File: config.mk
export PLATFORM = sky130hd
export DESIGN_NAME = hsb2rgb_blend
export DESIGN_NICKNAME = d
export VERILOG_FILES = /design/src/rtl/hsb2rgb_pkg.sv /design/src/rtl/hsb2rgb_blend.sv
export VERILOG_INCLUDE_DIRS = /design/src /design/src/rtl
export SDC_FILE = /design/constraint.sdc
export NUM_CORES = 1
export LEC_CHECK = 0
export BUFFER_PORTS_ARGS = -buffer_cell sky130_fd_sc_hd__buf_4
export CAP_MARGIN = 20
export CORE_MARGIN = 3
export CORE_UTILIZATION = 40
export CTS_CLUSTER_SIZE = 25
export DETAILED_ROUTE_END_ITERATION = 7
export GPL_TIMING_DRIVEN = 1
export PLACE_DENSITY = 0.7
export SYNTH_ARGS = -nofsm -noshare
export SYNTH_HDL_FRONTEND = slang
export SYNTH_SLANG_ARGS = --single-unit
File: constraint.sdc
create_clock -name clk -period 2.2 [get_ports clk]
set_clock_uncertainty 0.1 [all_clocks]
set_input_delay 0.33 -clock clk [delete_from_list [all_inputs] [get_ports clk]]
set_output_delay 0.33 -clock clk [all_outputs]
set_load 0.01 [all_outputs]
File: src/rtl/hsb_to_rgb_converter_macros.svh
// assertion macros for the hsb to rgb converter
// used by the rtl modules that carry checks; needs clk and rst_n in scope
`ifndef HSB_TO_RGB_CONVERTER_MACROS_SVH
`define HSB_TO_RGB_CONVERTER_MACROS_SVH
`ifndef SYNTH
`define HSB_ASSERT(lbl, prop) \
    lbl: assert property (@(posedge clk) disable iff (!rst_n) prop) \
    else $error("hsb_to_rgb_converter: check failed");
`define HSB_ASSERT_NEXT(lbl, pre, post) \
    lbl: assert property (@(posedge clk) disable iff (!rst_n) (pre) |=> (post)) \
    else $error("hsb_to_rgb_converter: check failed");
`else
`define HSB_ASSERT(lbl, prop)
`define HSB_ASSERT_NEXT(lbl, pre, post)
`endif
`endif

File: src/rtl/hsb2rgb_pkg.sv
// shared constants, types and stage payloads of the hsb to rgb converter
// no dependencies
package hsb2rgb_pkg;

    localparam int MAX_BRIGHT = 100;
    localparam int MAX_COLOR  = 4095;

    localparam int HUE_W = 9;
    localparam int SAT_W = 7;
    localparam int BRI_W = 7;
    localparam int CH_W  = 12;
    localparam int N_CH  = 3;

    localparam int CH_RED   = 0;
    localparam int CH_GREEN = 1;
    localparam int CH_BLUE  = 2;

    localparam int HUE_LIMIT = 360;
    localparam int SAT_LIMIT = 100;
    localparam int SPAN      = 120;
    localparam int BLEND_DEN = 12000;
    localparam int OUT_MAX   = 4095;
    localparam int OUT_CAP   = (MAX_COLOR < OUT_MAX) ? MAX_COLOR : OUT_MAX;

    localparam int BRI_MAX    = (1 << BRI_W) - 1;
    localparam int BRIGHT_CAP = (MAX_BRIGHT < BRI_MAX) ? MAX_BRIGHT : BRI_MAX;

    localparam int T_W   = $clog2(SPAN + 1);
    localparam int M_W   = $clog2(BLEND_DEN + 1);
    localparam int BM_W  = $clog2(BRIGHT_CAP * MAX_COLOR + 1);
    localparam int NUM_W = BM_W + M_W;

    // divide by a constant through a rounded-up reciprocal, exact for NUM_W-bit values
    localparam int DEN   = MAX_BRIGHT * BLEND_DEN;
    localparam int DEN_W = $clog2(DEN);
    localparam int SHIFT = NUM_W + DEN_W;
    localparam int RCP_W = NUM_W + 1;
    localparam logic [127:0] RCP_WIDE =
        ((128'd1 << SHIFT) + 128'(DEN) - 128'd1) / 128'(DEN);
    localparam logic [RCP_W-1:0] RCP = RCP_W'(RCP_WIDE);

    localparam int Q_W   = $clog2(MAX_COLOR + 1);
    localparam int SUM_W = SHIFT + Q_W;

    localparam int NLO_W = NUM_W / 2;
    localparam int NHI_W = NUM_W - NLO_W;
    localparam int RLO_W = RCP_W / 2;
    localparam int RHI_W = RCP_W - RLO_W;
    localparam logic [RLO_W-1:0] RCP_LO = RCP[RLO_W-1:0];
    localparam logic [RHI_W-1:0] RCP_HI = RCP[RCP_W-1:RLO_W];

    localparam int LL_W = NLO_W + RLO_W;
    localparam int LH_W = NLO_W + RHI_W;
    localparam int HL_W = NHI_W + RLO_W;
    localparam int HH_W = NHI_W + RHI_W;

    typedef enum logic [1:0] {
        SEC_RG,
        SEC_GB,
        SEC_BR
    } sector_t;

    typedef struct packed {
        logic [T_W-1:0]   t;
        logic [T_W-1:0]   tc;
        logic [SAT_W-1:0] sat;
        logic [BRI_W-1:0] bright;
        sector_t          sector;
    } sect_t;

    typedef struct packed {
        logic [N_CH-1:0][M_W-1:0] m;
        logic [BM_W-1:0]          bm;
    } wgt_t;

    typedef logic [N_CH-1:0][CH_W-1:0] rgb_t;

endpackage

File: src/rtl/hsb2rgb_blend.sv
// second pipeline stage: blend weights per channel and the brightness product
// depends on hsb2rgb_pkg and the assertion macro header
`include "hsb_to_rgb_converter_macros.svh"

module hsb2rgb_blend
    import hsb2rgb_pkg::*;
(
    input  logic  clk,
    input  logic  rst_n,
    input  logic  in_valid,
    output logic  in_ready,
    input  sect_t in_data,
    output logic  out_valid,
    input  logic  out_ready,
    output wgt_t  out_data
);

    logic           valid_reg;
    wgt_t           data_reg;
    wgt_t           data_next;
    logic [M_W-1:0] m_lead;
    logic [M_W-1:0] m_trail;
    logic [M_W-1:0] m_third;

    always_comb
    begin
        m_lead  = M_W'(BLEND_DEN) - M_W'(in_data.t) * M_W'(in_data.sat);
        m_trail = M_W'(BLEND_DEN) - M_W'(in_data.tc) * M_W'(in_data.sat);
        m_third = M_W'(BLEND_DEN) - M_W'(SPAN) * M_W'(in_data.sat);
        data_next.bm = BM_W'(in_data.bright) * BM_W'(MAX_COLOR);
        unique case (in_data.sector)
            SEC_GB:
            begin
                data_next.m[CH_RED]   = m_third;
                data_next.m[CH_GREEN] = m_lead;
                data_next.m[CH_BLUE]  = m_trail;
            end
            SEC_BR:
            begin
                data_next.m[CH_RED]   = m_trail;
                data_next.m[CH_GREEN] = m_third;
                data_next.m[CH_BLUE]  = m_lead;
            end
            default:
            begin
                data_next.m[CH_RED]   = m_lead;
                data_next.m[CH_GREEN] = m_trail;
                data_next.m[CH_BLUE]  = m_third;
            end
        endcase
    end

    assign in_ready  = !valid_reg || out_ready;
    assign out_valid = valid_reg;
    assign out_data  = data_reg;

    always_ff @(posedge clk or negedge rst_n)
    begin
        if (!rst_n)
        begin
            valid_reg <= 1'b0;
        end
        else if (in_ready)
        begin
            valid_reg <= in_valid;
        end
    end

    always_ff @(posedge clk)
    begin
        if (in_valid && in_ready)
        begin
            data_reg <= data_next;
        end
    end

    // the two sector weights together give one full weight plus the third one
    `HSB_ASSERT(a_weight_sum, valid_reg |-> ((17'(data_reg.m[0]) + 17'(data_reg.m[1]) + 17'(data_reg.m[2]) == 17'(BLEND_DEN) + (17'(data_reg.m[0]) << 1)) || (17'(data_reg.m[0]) + 17'(data_reg.m[1]) + 17'(data_reg.m[2]) == 17'(BLEND_DEN) + (17'(data_reg.m[1]) << 1)) || (17'(data_reg.m[0]) + 17'(data_reg.m[1]) + 17'(data_reg.m[2]) == 17'(BLEND_DEN) + (17'(data_reg.m[2]) << 1))))

endmodule

# Yosys cells after proc, flatten, opt, wreduce, memory -nomap -nowiden
# Index checks and enable logic that the tools add are counted.
[word_totals]
output_inout_bits = 63
wordCells = 18
register_bits = 62
[op_classes]
mul = 4
n_eq_ne = 2
n_mux = 1
n_addsub = 3
reduce_logical = 3
[ops]
columns = ["operator", "count"]
rows = [
  ["one-hot mux 42 bit (2 select lines)", 1],
  ["subtractor 14 bit, first input constant", 3],
  ["multiplier 7 x 7 -> 14 bit", 2],
  ["multiplier 7 x 12 -> 19 bit, second input constant", 1],
  ["multiplier 4 x 7 -> 11 bit, first input constant", 1],
  ["== test 2 x 1 -> 1 bit, second input constant", 1],
  ["== test 2 bit, second input constant", 1],
  ["logical AND 1 bit", 1],
  ["logical NOT 1 bit", 1],
  ["logical OR 1 bit", 1],
]

# Longest topological paths before layout
[logic_depth]
ltp_word = 3
mapped_depth = 18

# Worst setup path before layout
# Ideal clock, no wire load.
[synth_path]
path_type = "input-to-reg"
startpoint = "input in_data[13] (netlist bit)"
endpoint = "register data_reg (netlist bit out_data[59]), data pin"
path_buffers = 1
arrival_ns = 4.500
cell_stages = 16
required_ns = 1.838
path_slack_ns = -2.662
setup_ns = 0.262
cell_sequence = "clkbuf_1 nand2_1 fa_1 fa_1 fa_1 inv_1 fa_1 inv_1 ha_1 or4_1 a211o_1 a31o_1 a21oi_2 xnor2_1 a221oi_2 a21oi_1"
[synth_rtl]
columns = ["element", "line_no", "rtl"]
rows = [
  ["start, declared", "hsb2rgb_blend.sv:12", "input sect_t in_data,"],
  ["end signal, assigned", "hsb2rgb_blend.sv:73", "data_reg <= data_next;"],
  ["end, declared", "hsb2rgb_blend.sv:19", "wgt_t data_reg;"],
]

==> qor.csv <==
stage;metric;value;unit
run_status;status;finished, violations left;
run_status;failed_checks;negative setup slack;
cts;cts_tree;built;
placed_design;hpwl;17600;um
cells_and_area;postLayoutCellArea;13100;um2
cells_and_area;drive_above_1_share;0.448;
sta;layout_setup_ws;-2070;ps
worst_hold_path;hold_path.class;in -> reg;
synth;synth_compound_area_frac;0.132;
cts;cts.clk_slew.worst_paths;60;ps
global_route;grt_pass1_wl;38300;um
worst_setup_path;path_cells;bufbuf_16 -> and2_4 -> ha_1 -> inv_2 -> fa_2 -> fa_1 -> inv_2 -> fa_1 -> inv_2 -> ha_4 -> or4_4 -> a211o_1 -> a31o_1 -> a21oi_2 -> xnor2_2 -> a221oi_2 -> a21oi_1;
drt;ant_nets;0;
cts;cts.sinks;62;
cells_and_area;antenna_cells;0;
synth;yosysSeqAreaShare;0.215;
power;vdd_ir_drop_max;0.000671;V
synth;syn_area;8630;um2
cells_and_area;layout_commonest_cell;buf_4;
synth;synth.distinct_cells;53;
synth;yosysWarnings;0;
die;design.core.area;21100;um2
global_route;grt_overflow;0;
power;leakage;0.00615;uW
worst_setup_path;worstPathMaxFanout;4;
cells_and_area;layout_common_cells;buf_4 (260), inv_1 (147), ha_1 (88);
sta;final_max_slew_viol_count;0;
placed_design;place_area;11700;um2
sta;hold_viol_final;0;
worst_setup_path;crit_type;in -> reg;
cells_and_area;area_growth_syn_to_layout;52.2;%
sta;fin_crit;4270;ps
drt;routedWlPerCell;15.4;um
synth;synth_top_family_by_area;adder cells;
synth;synthArstFlopShare;0.0161;
sta;setup-violations-final;48;
synth;synthTopCellsByArea;edfxtp_1 (21%), fa_1 (20%), ha_1 (19%);
power;pwr_density_cell;1420;nW/um2
sta;fin_hold_ws;108;ps
synth;synth_top_cell_by_area;edfxtp_1;
cts;insertion_delay;320;ps
worst_setup_path;cp_common_cell;inv_2;
global_route;grt_pass1_vias;7973;
sta;max_slew.worst_pin.slew;642;ps
synth;netlist.area_leader.share;0.212;
drt;drcViolationCount;0;
worst_setup_path;path_delay_family;adder cells;
drt;routed_via_density;5.00;
synth;synth_edf_count;61;
worst_setup_path;worstPathArrival;4250;ps
synth;syn_area_per_cell;9.40;um2
cts;cts.path.max_buffers;2;
sta;clock.fmax;234;MHz
cts;cts_made_buffers;9;
worst_setup_path;end_kind;register;
global_route;antenna_found_initial;0;
worst_setup_path;startpoint_type;primary input;
synth;synthFlopType;edfxtp_1;
sta;rsz0062_at_grt;true;
placed_design;gp_congestion;0.874;
cells_and_area;post-route-util;0.623;
cts;clockRootBuffer;clkbuf_16;
worst_setup_path;crit_buf_inv;4;
synth;syn_inst;918;
power;total_power;18700;uW
synth;synth-seq-cells;62;
worst_setup_path;cp.required;2180;ps
synth;syn-num-nets;1166;
sta;period_share;1.94;
die;fp.dieW;153;um
die;die_area;23400;um2
synth;synthAdderAreaFrac;0.384;
worst_setup_path;worst_path_max_delay_cell;fa_1;
run;cap_violations;0;
die;start_util;0.409;
synth;synthSimpleGateAreaFrac;0.124;
synth;synthXorXnorAreaFrac;0.0507;
sta;relSlewSlack;0.572;
drt;drt_wl_total;23100;um
die;rows;53;
global_route;grt_max_degree;62;
cells_and_area;nNetsFinal;1469;
global_route;track_usage;0.197;
die;die_y;153;um
synth;muxShareOfSynthArea;0.00116;
cts;cts_max_level;3;
die;ios;97;
placed_design;numPortBuffers;96;
drt;drt_pass1_iterations;5;
drt;drt-initial-drc-count;348;
sta;tns;-76010;ps
drt;vias;7501;
worst_setup_path;cp_slowest_stage_delay;540;ps
-- state kept, by name (all words and copies together) (netlist names) --
signal and cells:
out_data 61, out_valid 1
-- cell families (layout without fill, tap and decap cells) --
group | after synthesis | in the layout
compound gates | 174 | 174
simple gates | 211 | 211
flops | 62 | 62
buf+inv | 206 | 514
xor+xnor | 50 | 50
fa+ha+maj | 214 | 214
mux | 1 | 1
-- synth_stat cells, types with 6 or more instances --
master	instances
xnor2_1	32
o21ai_0	52
xor2_1	18
nor3_1	6
inv_1	182
nand2b_1	8
edfxtp_1	61
a22oi_1	27
clkbuf_1	19
o21bai_1	6
fa_1	85
nand2_1	73
a21oi_1	35
ha_1	129
and2_1	71
nor2_1	24
nand3_1	9
a21o_1	10
-- final timing paths --
check	start	end	slack [ps]	cells past startpoint
worst max register to register	out_valid$_DFFE_PN0N_	out_data[56]$_DFFE_PP_	770	3
worst max-delay path	in_data[15]	out_data[59]$_DFFE_PP_	-2070	17
max in group asynchronous	rst_n	out_valid$_DFFE_PN0N_	1700	2
worst min register to register	out_valid$_DFFE_PN0N_	out_valid$_DFFE_PN0N_	440	2
worst min-delay path	in_valid	out_valid$_DFFE_PN0N_	110	2
min in group asynchronous	rst_n	out_valid$_DFFE_PN0N_	220	2
-- stage by stage --
stage,setup slack [ps],std cells
after floorplan,-2340,918
after global placement,-2540,1457
after detailed placement,-2580,1457
after CTS,-2100,1492
after global routing,-2210,1501
final,-2070,1501
-- area by class of cell --
| cell class | count | area (um2) |
|---|---|---|
| clock buffers | 13 | 270 |
| flip-flops and latches | 62 | 1860 |
| inverters | 182 | 683 |
| clock inverters | 3 | 42.5 |
| multi-input cells | 650 | 7220 |
| well taps | 275 | 344 |
| repair buffers | 316 | 2720 |
| fillers | 1684 | 7950 |
-- layer usage --
metal,up-vias,routed length (um),global-route usage
met5,-,0,0
met4,0,303,0.0416
met3,24,796,0.0269
met2,142,11800,0.352
met1,3678,10200,0.257
li1,3657,-,-
-- worst register-to-register path, stage by stage, from the launching register on --
cell	delay (ps)
dfrtp_1	370
nand2b_1	110
and2_2	180
buf_12	290
-- report_power, final --
part | switching (uW) | total, uW | internal [uW]
registers | 133 | 2160 | 2030
clock network | 510 | 1480 | 968
logic | 7230 | 15100 | 7840
-- what timing repair did --
action,CTS,global route
gates resized for setup,156,55
hold endpoints to repair,1,0
pin swaps,96,66
setup endpoints to repair,49,51
cloned,2,0
hold buffers,1,0
buffers inserted,22,14
No activity file was read; power rests on OpenSTA's default activity.
