$ cat src/rtl/hsb_to_rgb_converter_macros.svh
// assertion macros for the hsb to rgb converter
// used by the rtl modules that carry checks; needs clk and rst_n in scope
`ifndef HSB_TO_RGB_CONVERTER_MACROS_SVH
`define HSB_TO_RGB_CONVERTER_MACROS_SVH
`ifndef SYNTH
`define HSB_ASSERT(lbl, prop) \
    lbl: assert property (@(posedge clk) disable iff (!rst_n) prop) \
    else $error("hsb_to_rgb_converter: check failed");
`define HSB_ASSERT_NEXT(lbl, pre, post) \
    lbl: assert property (@(posedge clk) disable iff (!rst_n) (pre) |=> (post)) \
    else $error("hsb_to_rgb_converter: check failed");
`else
`define HSB_ASSERT(lbl, prop)
`define HSB_ASSERT_NEXT(lbl, pre, post)
`endif
`endif

$ cat src/rtl/hsb2rgb_pkg.sv
// shared constants, types and stage payloads of the hsb to rgb converter
// no dependencies
package hsb2rgb_pkg;

    localparam int MAX_BRIGHT = 100;
    localparam int MAX_COLOR  = 4095;

    localparam int HUE_W = 9;
    localparam int SAT_W = 7;
    localparam int BRI_W = 7;
    localparam int CH_W  = 12;
    localparam int N_CH  = 3;

    localparam int CH_RED   = 0;
    localparam int CH_GREEN = 1;
    localparam int CH_BLUE  = 2;

    localparam int HUE_LIMIT = 360;
    localparam int SAT_LIMIT = 100;
    localparam int SPAN      = 120;
    localparam int BLEND_DEN = 12000;
    localparam int OUT_MAX   = 4095;
    localparam int OUT_CAP   = (MAX_COLOR < OUT_MAX) ? MAX_COLOR : OUT_MAX;

    localparam int BRI_MAX    = (1 << BRI_W) - 1;
    localparam int BRIGHT_CAP = (MAX_BRIGHT < BRI_MAX) ? MAX_BRIGHT : BRI_MAX;

    localparam int T_W   = $clog2(SPAN + 1);
    localparam int M_W   = $clog2(BLEND_DEN + 1);
    localparam int BM_W  = $clog2(BRIGHT_CAP * MAX_COLOR + 1);
    localparam int NUM_W = BM_W + M_W;

    // divide by a constant through a rounded-up reciprocal, exact for NUM_W-bit values
    localparam int DEN   = MAX_BRIGHT * BLEND_DEN;
    localparam int DEN_W = $clog2(DEN);
    localparam int SHIFT = NUM_W + DEN_W;
    localparam int RCP_W = NUM_W + 1;
    localparam logic [127:0] RCP_WIDE =
        ((128'd1 << SHIFT) + 128'(DEN) - 128'd1) / 128'(DEN);
    localparam logic [RCP_W-1:0] RCP = RCP_W'(RCP_WIDE);

    localparam int Q_W   = $clog2(MAX_COLOR + 1);
    localparam int SUM_W = SHIFT + Q_W;

    localparam int NLO_W = NUM_W / 2;
    localparam int NHI_W = NUM_W - NLO_W;
    localparam int RLO_W = RCP_W / 2;
    localparam int RHI_W = RCP_W - RLO_W;
    localparam logic [RLO_W-1:0] RCP_LO = RCP[RLO_W-1:0];
    localparam logic [RHI_W-1:0] RCP_HI = RCP[RCP_W-1:RLO_W];

    localparam int LL_W = NLO_W + RLO_W;
    localparam int LH_W = NLO_W + RHI_W;
    localparam int HL_W = NHI_W + RLO_W;
    localparam int HH_W = NHI_W + RHI_W;

    typedef enum logic [1:0] {
        SEC_RG,
        SEC_GB,
        SEC_BR
    } sector_t;

    typedef struct packed {
        logic [T_W-1:0]   t;
        logic [T_W-1:0]   tc;
        logic [SAT_W-1:0] sat;
        logic [BRI_W-1:0] bright;
        sector_t          sector;
    } sect_t;

    typedef struct packed {
        logic [N_CH-1:0][M_W-1:0] m;
        logic [BM_W-1:0]          bm;
    } wgt_t;

    typedef logic [N_CH-1:0][CH_W-1:0] rgb_t;

endpackage

$ cat src/rtl/hsb2rgb_sector.sv
// first pipeline stage: input clamping, hue sector and offset within the sector
// depends on hsb2rgb_pkg and the assertion macro header
`include "hsb_to_rgb_converter_macros.svh"

module hsb2rgb_sector
    import hsb2rgb_pkg::*;
(
    input  logic             clk,
    input  logic             rst_n,
    input  logic             in_valid,
    output logic             in_ready,
    input  logic [HUE_W-1:0] hue,
    input  logic [SAT_W-1:0] saturation,
    input  logic [BRI_W-1:0] brightness,
    output logic             out_valid,
    input  logic             out_ready,
    output sect_t            out_data
);

    logic             valid_reg;
    sect_t            data_reg;
    sect_t            data_next;
    logic [HUE_W-1:0] hue_c;
    logic [HUE_W-1:0] base;

    always_comb
    begin
        hue_c = (hue > HUE_W'(HUE_LIMIT)) ? HUE_W'(HUE_LIMIT) : hue;
        data_next.sat = (saturation > SAT_W'(SAT_LIMIT)) ? SAT_W'(SAT_LIMIT) : saturation;
        data_next.bright = (brightness > BRI_W'(BRIGHT_CAP)) ? BRI_W'(BRIGHT_CAP)
                                                              : brightness;
        priority if (hue_c < HUE_W'(SPAN))
        begin
            data_next.sector = SEC_RG;
            base = '0;
        end
        else if (hue_c < HUE_W'(2 * SPAN))
        begin
            data_next.sector = SEC_GB;
            base = HUE_W'(SPAN);
        end
        else
        begin
            // hue 360 stays in the last sector
            data_next.sector = SEC_BR;
            base = HUE_W'(2 * SPAN);
        end
        data_next.t  = T_W'(hue_c - base);
        data_next.tc = T_W'(SPAN) - data_next.t;
    end

    assign in_ready  = !valid_reg || out_ready;
    assign out_valid = valid_reg;
    assign out_data  = data_reg;

    always_ff @(posedge clk or negedge rst_n)
    begin
        if (!rst_n)
        begin
            valid_reg <= 1'b0;
        end
        else if (in_ready)
        begin
            valid_reg <= in_valid;
        end
    end

    always_ff @(posedge clk)
    begin
        if (in_valid && in_ready)
        begin
            data_reg <= data_next;
        end
    end

    `HSB_ASSERT(a_offset_span, valid_reg |-> (8'(data_reg.t) + 8'(data_reg.tc) == 8'(SPAN)))

endmodule

$ cat config.mk
export PLATFORM = sky130hd
export DESIGN_NAME = hsb2rgb_sector
export DESIGN_NICKNAME = d
export VERILOG_FILES = /design/src/rtl/hsb2rgb_pkg.sv /design/src/rtl/hsb2rgb_sector.sv
export VERILOG_INCLUDE_DIRS = /design/src /design/src/rtl
export SDC_FILE = /design/constraint.sdc
export NUM_CORES = 1
export LEC_CHECK = 0
export ABC_AREA = 1
export BUFFER_PORTS_ARGS = -buffer_cell sky130_fd_sc_hd__buf_4
export CORE_MARGIN = 5
export CORE_UTILIZATION = 43
export DETAILED_ROUTE_END_ITERATION = 10
export PLACE_DENSITY = 0.74
export SYNTH_ARGS = -nofsm -noshare
export SYNTH_HDL_FRONTEND = slang
export SYNTH_SLANG_ARGS = --single-unit
$ cat constraint.sdc
create_clock -name clk -period 2.2 [get_ports clk]
set_input_delay 0.22 -clock clk [delete_from_list [all_inputs] [get_ports clk]]
set_output_delay 0.22 -clock clk [all_outputs]
set_load 0.02 [all_outputs]
## Word-level counts from Yosys, hierarchy flattened

Cells that the tools add are included.

| word-level totals | value |
|---|---|
| register bits | 31 |
| bits of input ports | 27 |
| output and inout bits | 32 |
| logic and storage cells | 20 |

| cells by class | value |
|---|---|
| add/subtract/negate cells | 2 |
| magnitude comparators | 5 |
| muxes and demuxes | 4 |
| reductions and logical operators | 3 |

Operator list:

| operator | number |
|---|---|
| > comparator 7 bit, second input constant | 2 |
| > comparator 9 bit, second input constant | 1 |
| less-than comparator 9 x 7 -> 1 bit, second input constant | 1 |
| less-than comparator 9 x 8 -> 1 bit, second input constant | 1 |
| 2-to-1 mux 9 bit | 1 |
| 2-to-1 mux 7 bit | 1 |
| subtractor 7 bit | 1 |
| subtractor 7 bit, first input constant | 1 |
| 2-to-1 mux 4 bit | 1 |
| 2-to-1 mux 2 bit | 1 |
| logical AND 1 bit | 1 |
| zero test 1 bit | 1 |
| logical OR 1 bit | 1 |

## Depth between registers and ports, before layout

Gate-level depths: netlist of run 1.

| logic depth | value |
|---|---|
| depth in word-level cells | 7 |
| depth in mapped cells | 23 |
| depth with buffers taken out | 23 |

## Worst setup path after synthesis of run 1

OpenSTA, ideal clock, no wires.

| path | value |
|---|---|
| path kind | register to register |
| start | register valid_reg, in the netlist out_valid |
| end | register data_reg, in the netlist out_data[0] (enable) |
| arrival time | 1.952 ns |
| data required time | 1.775 ns |
| setup slack | -0.177 ns |
| cell stages (with the launch flop) | 2 |
| path buffers | 0 |
| path through | dfrtp_1 > a21oi_1 |

| between the ends | value |
|---|---|
| word-level cells in the longest chain between the ends | 3 |

RTL lines:

| element | RTL line | RTL |
|---|---|---|
| start: declaration | hsb2rgb_sector.sv:20 | `logic valid_reg;` |
| start signal: assignment | hsb2rgb_sector.sv:64 | `valid_reg <= in_valid;` |
| zero test 1 bit | hsb2rgb_sector.sv:52 | `assign in_ready = !valid_reg \|\| out_ready;` |
| logical OR 1 bit | hsb2rgb_sector.sv:52 |  |
| logical AND 1 bit | hsb2rgb_sector.sv:70 | `if (in_valid && in_ready)` |
| end signal: assignment | hsb2rgb_sector.sv:72 | `data_reg <= data_next;` |
| end: declaration | hsb2rgb_sector.sv:21 | `sect_t data_reg;` |

Every way passes these cells.
A chain may end at the register's enable or synchronous reset.

==> impl_metrics.env, run 1 <==
export IMPL_crit_type="input port to register"
export IMPL_static_leakage_power_nw=1.075
export IMPL_pin_count=59
export IMPL_rows=21
export IMPL_period_minus_slack_ns=2.157
export IMPL_power_share_clock=0.211
export IMPL_p_comb_frac=0.284
export IMPL_grt_use_total=0.1469
export IMPL_clock_latency_ns=0.32
export IMPL_utilization=0.6799
export IMPL_p_int_mw=1.001
export IMPL_hold_viol_final=0
export IMPL_max_cap_violations=0
export IMPL_clk_pin_slew_ns=0.08
export IMPL_fill_cells=274
export IMPL_vias=1221
export IMPL_yosys_area_top_type="edfxtp_1"
export IMPL_power_share_sequential=0.505
export IMPL_slowest_delay_ns=0.43
export IMPL_crit_arrival_ns=2.23
export IMPL_die_y_um=68.15
export IMPL_min_period_over_period=0.9805
export IMPL_synth_compound_area_frac=0.03614
export IMPL_skew_ns=0.004126
export IMPL_rsz0062_at_grt="true"
export IMPL_cts_sinks=30
export IMPL_grt_ovfl_total=0
export IMPL_routabilityCongestion=0.8350
export IMPL_drtIter0Drc=72
export IMPL_worstRegToRegCells=2
export IMPL_layout_drive_gt1_share=0.5294
export IMPL_timing_rr_start="out_valid"
export IMPL_hold_end="out_data[7]"
export IMPL_cts_tree="built"
export IMPL_critPathSlowestCell="fa_2"
export IMPL_setup_viol=0
export IMPL_grt_pass1_vias=1174
export IMPL_dp_slack_ns=-0.3307
export IMPL_worstMarginPinSlew_ns=0.4466
export IMPL_cts_made_buffers=5
export IMPL_netlist_area_um2=1454
export IMPL_ys_types=23
export IMPL_reg2reg_setup_slack_ns=0.94
export IMPL_power_density_nw_per_um2=618.1
export IMPL_synthAdderAreaFrac=0.04819
export IMPL_synth_xor_area_frac=0.03012
export IMPL_firstDrtPassIters=4
export IMPL_drc=0
export IMPL_path_cells="buf_4, nand2_2, inv_1, nand3_1, nand2_2, nand2_4, nand2_4, inv_2, a31o_4, nor2_2, ha_2, inv_2, fa_2, xor2_4, buf_4, xor2_1"
export IMPL_coreArea_um2=3311
export IMPL_antenna_left=0
export IMPL_slew_headroom=0.6997
export IMPL_cp_max_fo=4
export IMPL_root_buffer="clkbuf_4"
export IMPL_final_cells=267
export IMPL_synthSimpleGateAreaFrac=0.1790
export IMPL_die_area_um2=4644
export IMPL_status="completed"
export IMPL_hp_start="brightness[5]"
export IMPL_num_nets_final=252
export IMPL_fmax_mhz=463.6
export IMPL_post_dp_hpwl_mm=2.588
export IMPL_vias_per_cell=4.573
export IMPL_holdCritPathClass="input port to register"
export IMPL_syn_area_per_cell_um2=10.46
export IMPL_grt_pass1_wl_mm=4.926
export IMPL_h_tree_depth=2
export IMPL_tns_ns=0
export IMPL_vdd_drop_max_mv=0.2646
export IMPL_fin_ws_ns=0.04289
export IMPL_initial_core_util=0.4392
export IMPL_p_sw_frac=0.2806
export IMPL_synth_nets=171
export IMPL_synth_seq_cells=30
export IMPL_drv_slew=0
export IMPL_synthTopCellsByArea="edfxtp_1 60%, inv_1 7.5%, nand2_1 5.7%"
export IMPL_switchingPower_mw=0.3904
export IMPL_die_w_um=68.15
export IMPL_synth_top_family_by_area="simple AND/OR/NAND/NOR gates"
export IMPL_area_growth_pct=54.82
export IMPL_antennaDiodeCount=0
export IMPL_dp_cells=255
export IMPL_yosys_mux_area_fraction=0
export IMPL_wire_per_inst_um=12.27
export IMPL_r2r_end="out_data[3]"
export IMPL_end_kind="register"
export IMPL_cts_buffer_depth=2
export IMPL_grt_max_degree=30
export IMPL_ys_seq_area_frac=0.6162
export IMPL_critPathRequiredTime_ns=2.28
export IMPL_finalPower_mw=1.391
export IMPL_antenna_found_initial=0
export IMPL_syn_inst=139
export IMPL_port_buffers=58
export IMPL_synth_top_area_frac=0.5990
export IMPL_start_kind="input port"
export IMPL_hold_depth=1
export IMPL_wl_mm=3.277
export IMPL_synth_warnings=0
-- worst max path at each step --
stage | cells after the start | slack [ns] | from | to
global placement | 19 | -0.21 | hue[0] | out_data[22]
detailed placement | 19 | -0.33 | hue[0] | out_data[22]
global route | 19 | -0.03 | hue[3] | out_data[22]
finish | 16 | 0.04 | hue[8] | out_data[21]
CTS | 19 | 0.03 | hue[0] | out_data[22]
floorplan | 18 | -0.05 | hue[0] | out_data[22]
-- per-layer routing --
metal,vias up,track usage,routed length [µm]
li1,605,-,-
met1,562,0.1391,1171
met2,49,0.2816,1712
met3,5,0.05255,342
met4,0,0.05955,51
met5,-,0,0
-- flip-flops by register name, summed over array words and instances (netlist names) --
name       count
out_data      29
out_valid      1
-- timing repair --
action,in CTS,in global routing
hold buffers,1,0
setup buffers,0,3
setup endpoints to repair,0,2
endpoints found under the hold margin,1,0
gates resized for setup,0,15
-- logic make-up after synthesis --
| kind of cell | Yosys count |
|---|---|
| and+or+nand+nor | 57 |
| buffers and inverters | 34 |
| adders and majority gates | 5 |
| DFF | 30 |
| AOI/OAI and AO/OA | 8 |
| xor gates and xnor gates | 5 |
-- synthesized netlist by cell type --
cell type	count
o21ai_2	1
nor2_2	2
nand3_1	6
a31o_2	1
nand3_2	1
nand2_4	1
edfxtp_1	29
clkbuf_1	4
a31oi_1	2
dfrtp_1	1
fa_1	1
buf_4	1
o31ai_1	1
inv_1	29
ha_1	4
o21ai_0	2
xor2_1	5
nand2_2	5
nor2_1	17
nand4_1	1
a21oi_1	1
or2_2	2
nand2_1	22
-- area by class of cell --
class / instances / area (µm²) / area share
Inverter: 29 / 121.4 / 0.05392
Timing Repair Buffer: 79 / 606.8 / 0.2696
Tap cell: 46 / 57.56 / 0.02557
Sequential cell: 30 / 895.9 / 0.3980
Multi-Input combinational cell: 75 / 520.5 / 0.2312
Clock buffer: 8 / 48.80 / 0.02168
-- critical path, delay by kind of cell --
| family | cells | cell delay, ns |
|---|---|---|
| buf+inv | 5 | 0.39 |
| simple gates | 6 | 0.49 |
| xor+xnor | 2 | 0.32 |
| compound gates | 1 | 0.22 |
| fa+ha+maj | 2 | 0.60 |
-- per-stage QoR --
stage	cell area (µm²)	hold slack, ns
2_1_floorplan	1498	-0.07559
3_3_place_gp	2096	-0.005045
3_5_place_dp	2096	-0.001492
4_1_cts	2155	0.07428
5_1_grt	2251	0.06500
6_report	2251	0.09125
-- power by group through the flow --
stage          Clock, mW  Combinational [mW]  Sequential [mW]
5_1_grt            0.335               0.428            0.707
6_report           0.294               0.395            0.702
4_1_cts            0.306               0.367            0.703
3_3_place_gp           0               0.353            0.714
3_5_place_dp           0               0.364            0.716
2_1_floorplan          0               0.138            0.772
-- cells in the final DEF, fill, tap and decap left out, types with 2 or more instances in the layout --
| cell type | n |
|---|---|
| a31oi_1 | 2 |
| edfxtp_1 | 29 |
| nand3_2 | 2 |
| inv_1 | 22 |
| clkbuf_4 | 5 |
| nand2_2 | 8 |
| inv_2 | 6 |
| buf_4 | 76 |
| nor2_4 | 2 |
| nand2_1 | 17 |
| xor2_1 | 4 |
| nand2_4 | 3 |
| o21ai_0 | 2 |
| nand3_1 | 5 |
| nor2_2 | 3 |
| or2_2 | 2 |
| clkbuf_1 | 3 |
| nor2_1 | 14 |
| ha_1 | 2 |
Power figures use the tool's default switching activity.
==> run 2, diff against run 1 <==
CORE_MARGIN = unset   (was 5)
RECOVER_POWER = 50   (was unset)
==> run 2 against run 1 <==
Against the previous run: via count shrank 1.8%; highest routed layer unchanged; clock skew is 0.0060 ns higher; critical endpoint is now out_data[22]; maximum frequency up 3.6%; design area fell by 2.1%; sequential power hardly changed; critical path type unchanged; clock power decreased by 3%; clock-buffer cell count decreased by 3; cell count fell by 1.5%; worst hold slack better by 0.021 ns; non-clock buffer count decreased by 2.
==> impl_metrics.env, run 2 (synthesis results as in run 1) <==
export IMPL_worstMarginPinSlew_ns=0.4005
export IMPL_final_cell_mix="68 x buf_4, 29 x edfxtp_1, 21 x inv_1"
export IMPL_antenna_found_initial=0
export IMPL_rsz0062_at_grt="true"
export IMPL_pin_count=59
export IMPL_final_cells=263
export IMPL_skew_ns=0.01015
export IMPL_firstDrtPassIters=4
export IMPL_routabilityCongestion=0.7771
export IMPL_final_common_cell="buf_4"
export IMPL_wl_mm=3.009
export IMPL_slew_headroom=0.7307
export IMPL_coreArea_um2=3128
export IMPL_rows=20
export IMPL_holdCritPathClass="input port to register"
export IMPL_status="completed"
export IMPL_grt_max_degree=30
export IMPL_antennaDiodeCount=0
export IMPL_wire_per_inst_um=11.44
export IMPL_whs_ns=0.1122
export IMPL_fill_cells=245
export IMPL_grt_ovfl_total=0
export IMPL_slowest_delay_ns=0.56
export IMPL_cp_max_fo=4
export IMPL_vdd_drop_max_mv=0.2239
export IMPL_area_growth_pct=51.63
export IMPL_path_cells="buf_4, inv_2, nand2_1, nand3_2, nand2_2, nand2_4, nand2_4, nor2_4, nand2_2, nand2_2, inv_2, nor2_2, ha_2, inv_2, fa_2, nand4_1, nand3_1, nand2_1"
export IMPL_max_cap_violations=0
export IMPL_largest_reg_flops=29
export IMPL_grt_use_total=0.1810
export IMPL_fmax_mhz=480.3
export IMPL_critPathSlowestCell="fa_2"
export IMPL_clk_pin_slew_ns=0.09
export IMPL_power_density_nw_per_um2=619.5
export IMPL_period_minus_slack_ns=2.082
export IMPL_die_y_um=60.15
export IMPL_dp_cells=253
export IMPL_final_area_um2=2205
export IMPL_grt_pass1_vias=1129
export IMPL_cts_tree="built"
export IMPL_setup_viol=0
export IMPL_crit_type="input port to register"
export IMPL_antenna_left=0
export IMPL_cts_made_buffers=5
export IMPL_utilization=0.7048
export IMPL_min_period_over_period=0.9463
export IMPL_start_kind="input port"
export IMPL_vias=1199
export IMPL_h_tree_depth=2
export IMPL_critPathRequiredTime_ns=2.28
export IMPL_crit_arrival_ns=2.16
export IMPL_root_buffer="clkbuf_4"
export IMPL_finalPower_mw=1.366
export IMPL_die_area_um2=3617
export IMPL_num_nets_final=250
export IMPL_grt_pass1_wl_mm=4.692
export IMPL_hold_viol_final=0
export IMPL_end_kind="register"
export IMPL_drv_slew=0
export IMPL_drtIter0Drc=17
export IMPL_cts_buffer_depth=2
export IMPL_static_leakage_power_nw=1.053
export IMPL_initial_core_util=0.4648
export IMPL_clock_latency_ns=0.31
export IMPL_port_buffers=58
export IMPL_layout_drive_gt1_share=0.5160
export IMPL_drc=0
export IMPL_die_w_um=60.15
export IMPL_post_dp_hpwl_mm=2.343
export IMPL_cts_sinks=30
export IMPL_place_area_um2=2093
export IMPL_vias_per_cell=4.559
[run 2: metal layers]
layer / GRT usage / up-vias / part of all wire
met5: 0 / - / 0
met4: 0.09967 / 0 / 0.027
met3: 0.05195 / 6 / 0.078
met2: 0.3234 / 57 / 0.53
met1: 0.1878 / 535 / 0.37
li1: - / 601 / -
[run 2: where the power goes]
| group | switching (mW) | leakage (nW) | total, mW | internal [mW] |
|---|---|---|---|---|
| registers | 0.0130 | 0.288 | 0.702 | 0.689 |
| clock network | 0.170 | 0.0277 | 0.284 | 0.114 |
| logic | 0.205 | 0.737 | 0.380 | 0.175 |
[run 2: cell type report]
type | instances | area [µm²] | area share
Clock inverter | 3 | 11.26 | 0.005108
Tap cell | 44 | 55.05 | 0.02497
Clock buffer | 5 | 37.54 | 0.01703
Inverter | 29 | 121.4 | 0.05505
Multi-Input combinational cell | 75 | 503.0 | 0.2282
Timing Repair Buffer | 77 | 580.6 | 0.2633
Sequential cell | 30 | 895.9 | 0.4064
[run 2: final timing paths]
path | start | endpoint | slack, ns | cells after the start
hold reg to reg | out_valid | out_valid | 0.56 | 2
setup reg to reg | out_valid | out_data[17] | 0.97 | 2
min in group asynchronous | rst_n | out_valid | 0.24 | 2
max in group asynchronous | rst_n | out_valid | 1.88 | 2
hold / removal | brightness[5] | out_data[7] | 0.11 | 1
setup / recovery | hue[3] | out_data[22] | 0.12 | 18
[run 2: repair_timing]
| action | CTS | global route |
|---|---|---|
| endpoints found under the setup margin | 0 | 4 |
| hold endpoints to repair | 1 | 0 |
| resized for setup | 0 | 12 |
| setup buffers | 0 | 1 |
| hold buffers | 1 | 0 |
[run 2: critical path, delay by kind of cell]
family,cells,cell delay (ns)
adders and majority gates,2,0.73
buffers and inverters,4,0.26
and+or+nand+nor,12,0.93
[run 2: metrics by stage]
stage / worst slack, ns / TNS, ns
3_5_place_dp: -0.3076 / -0.9587
4_1_cts: 0.04734 / 0
5_1_grt: -0.06406 / -0.06406
6_report: 0.1181 / 0
3_3_place_gp: -0.2093 / -0.5814
2_1_floorplan: -0.05065 / -0.05657
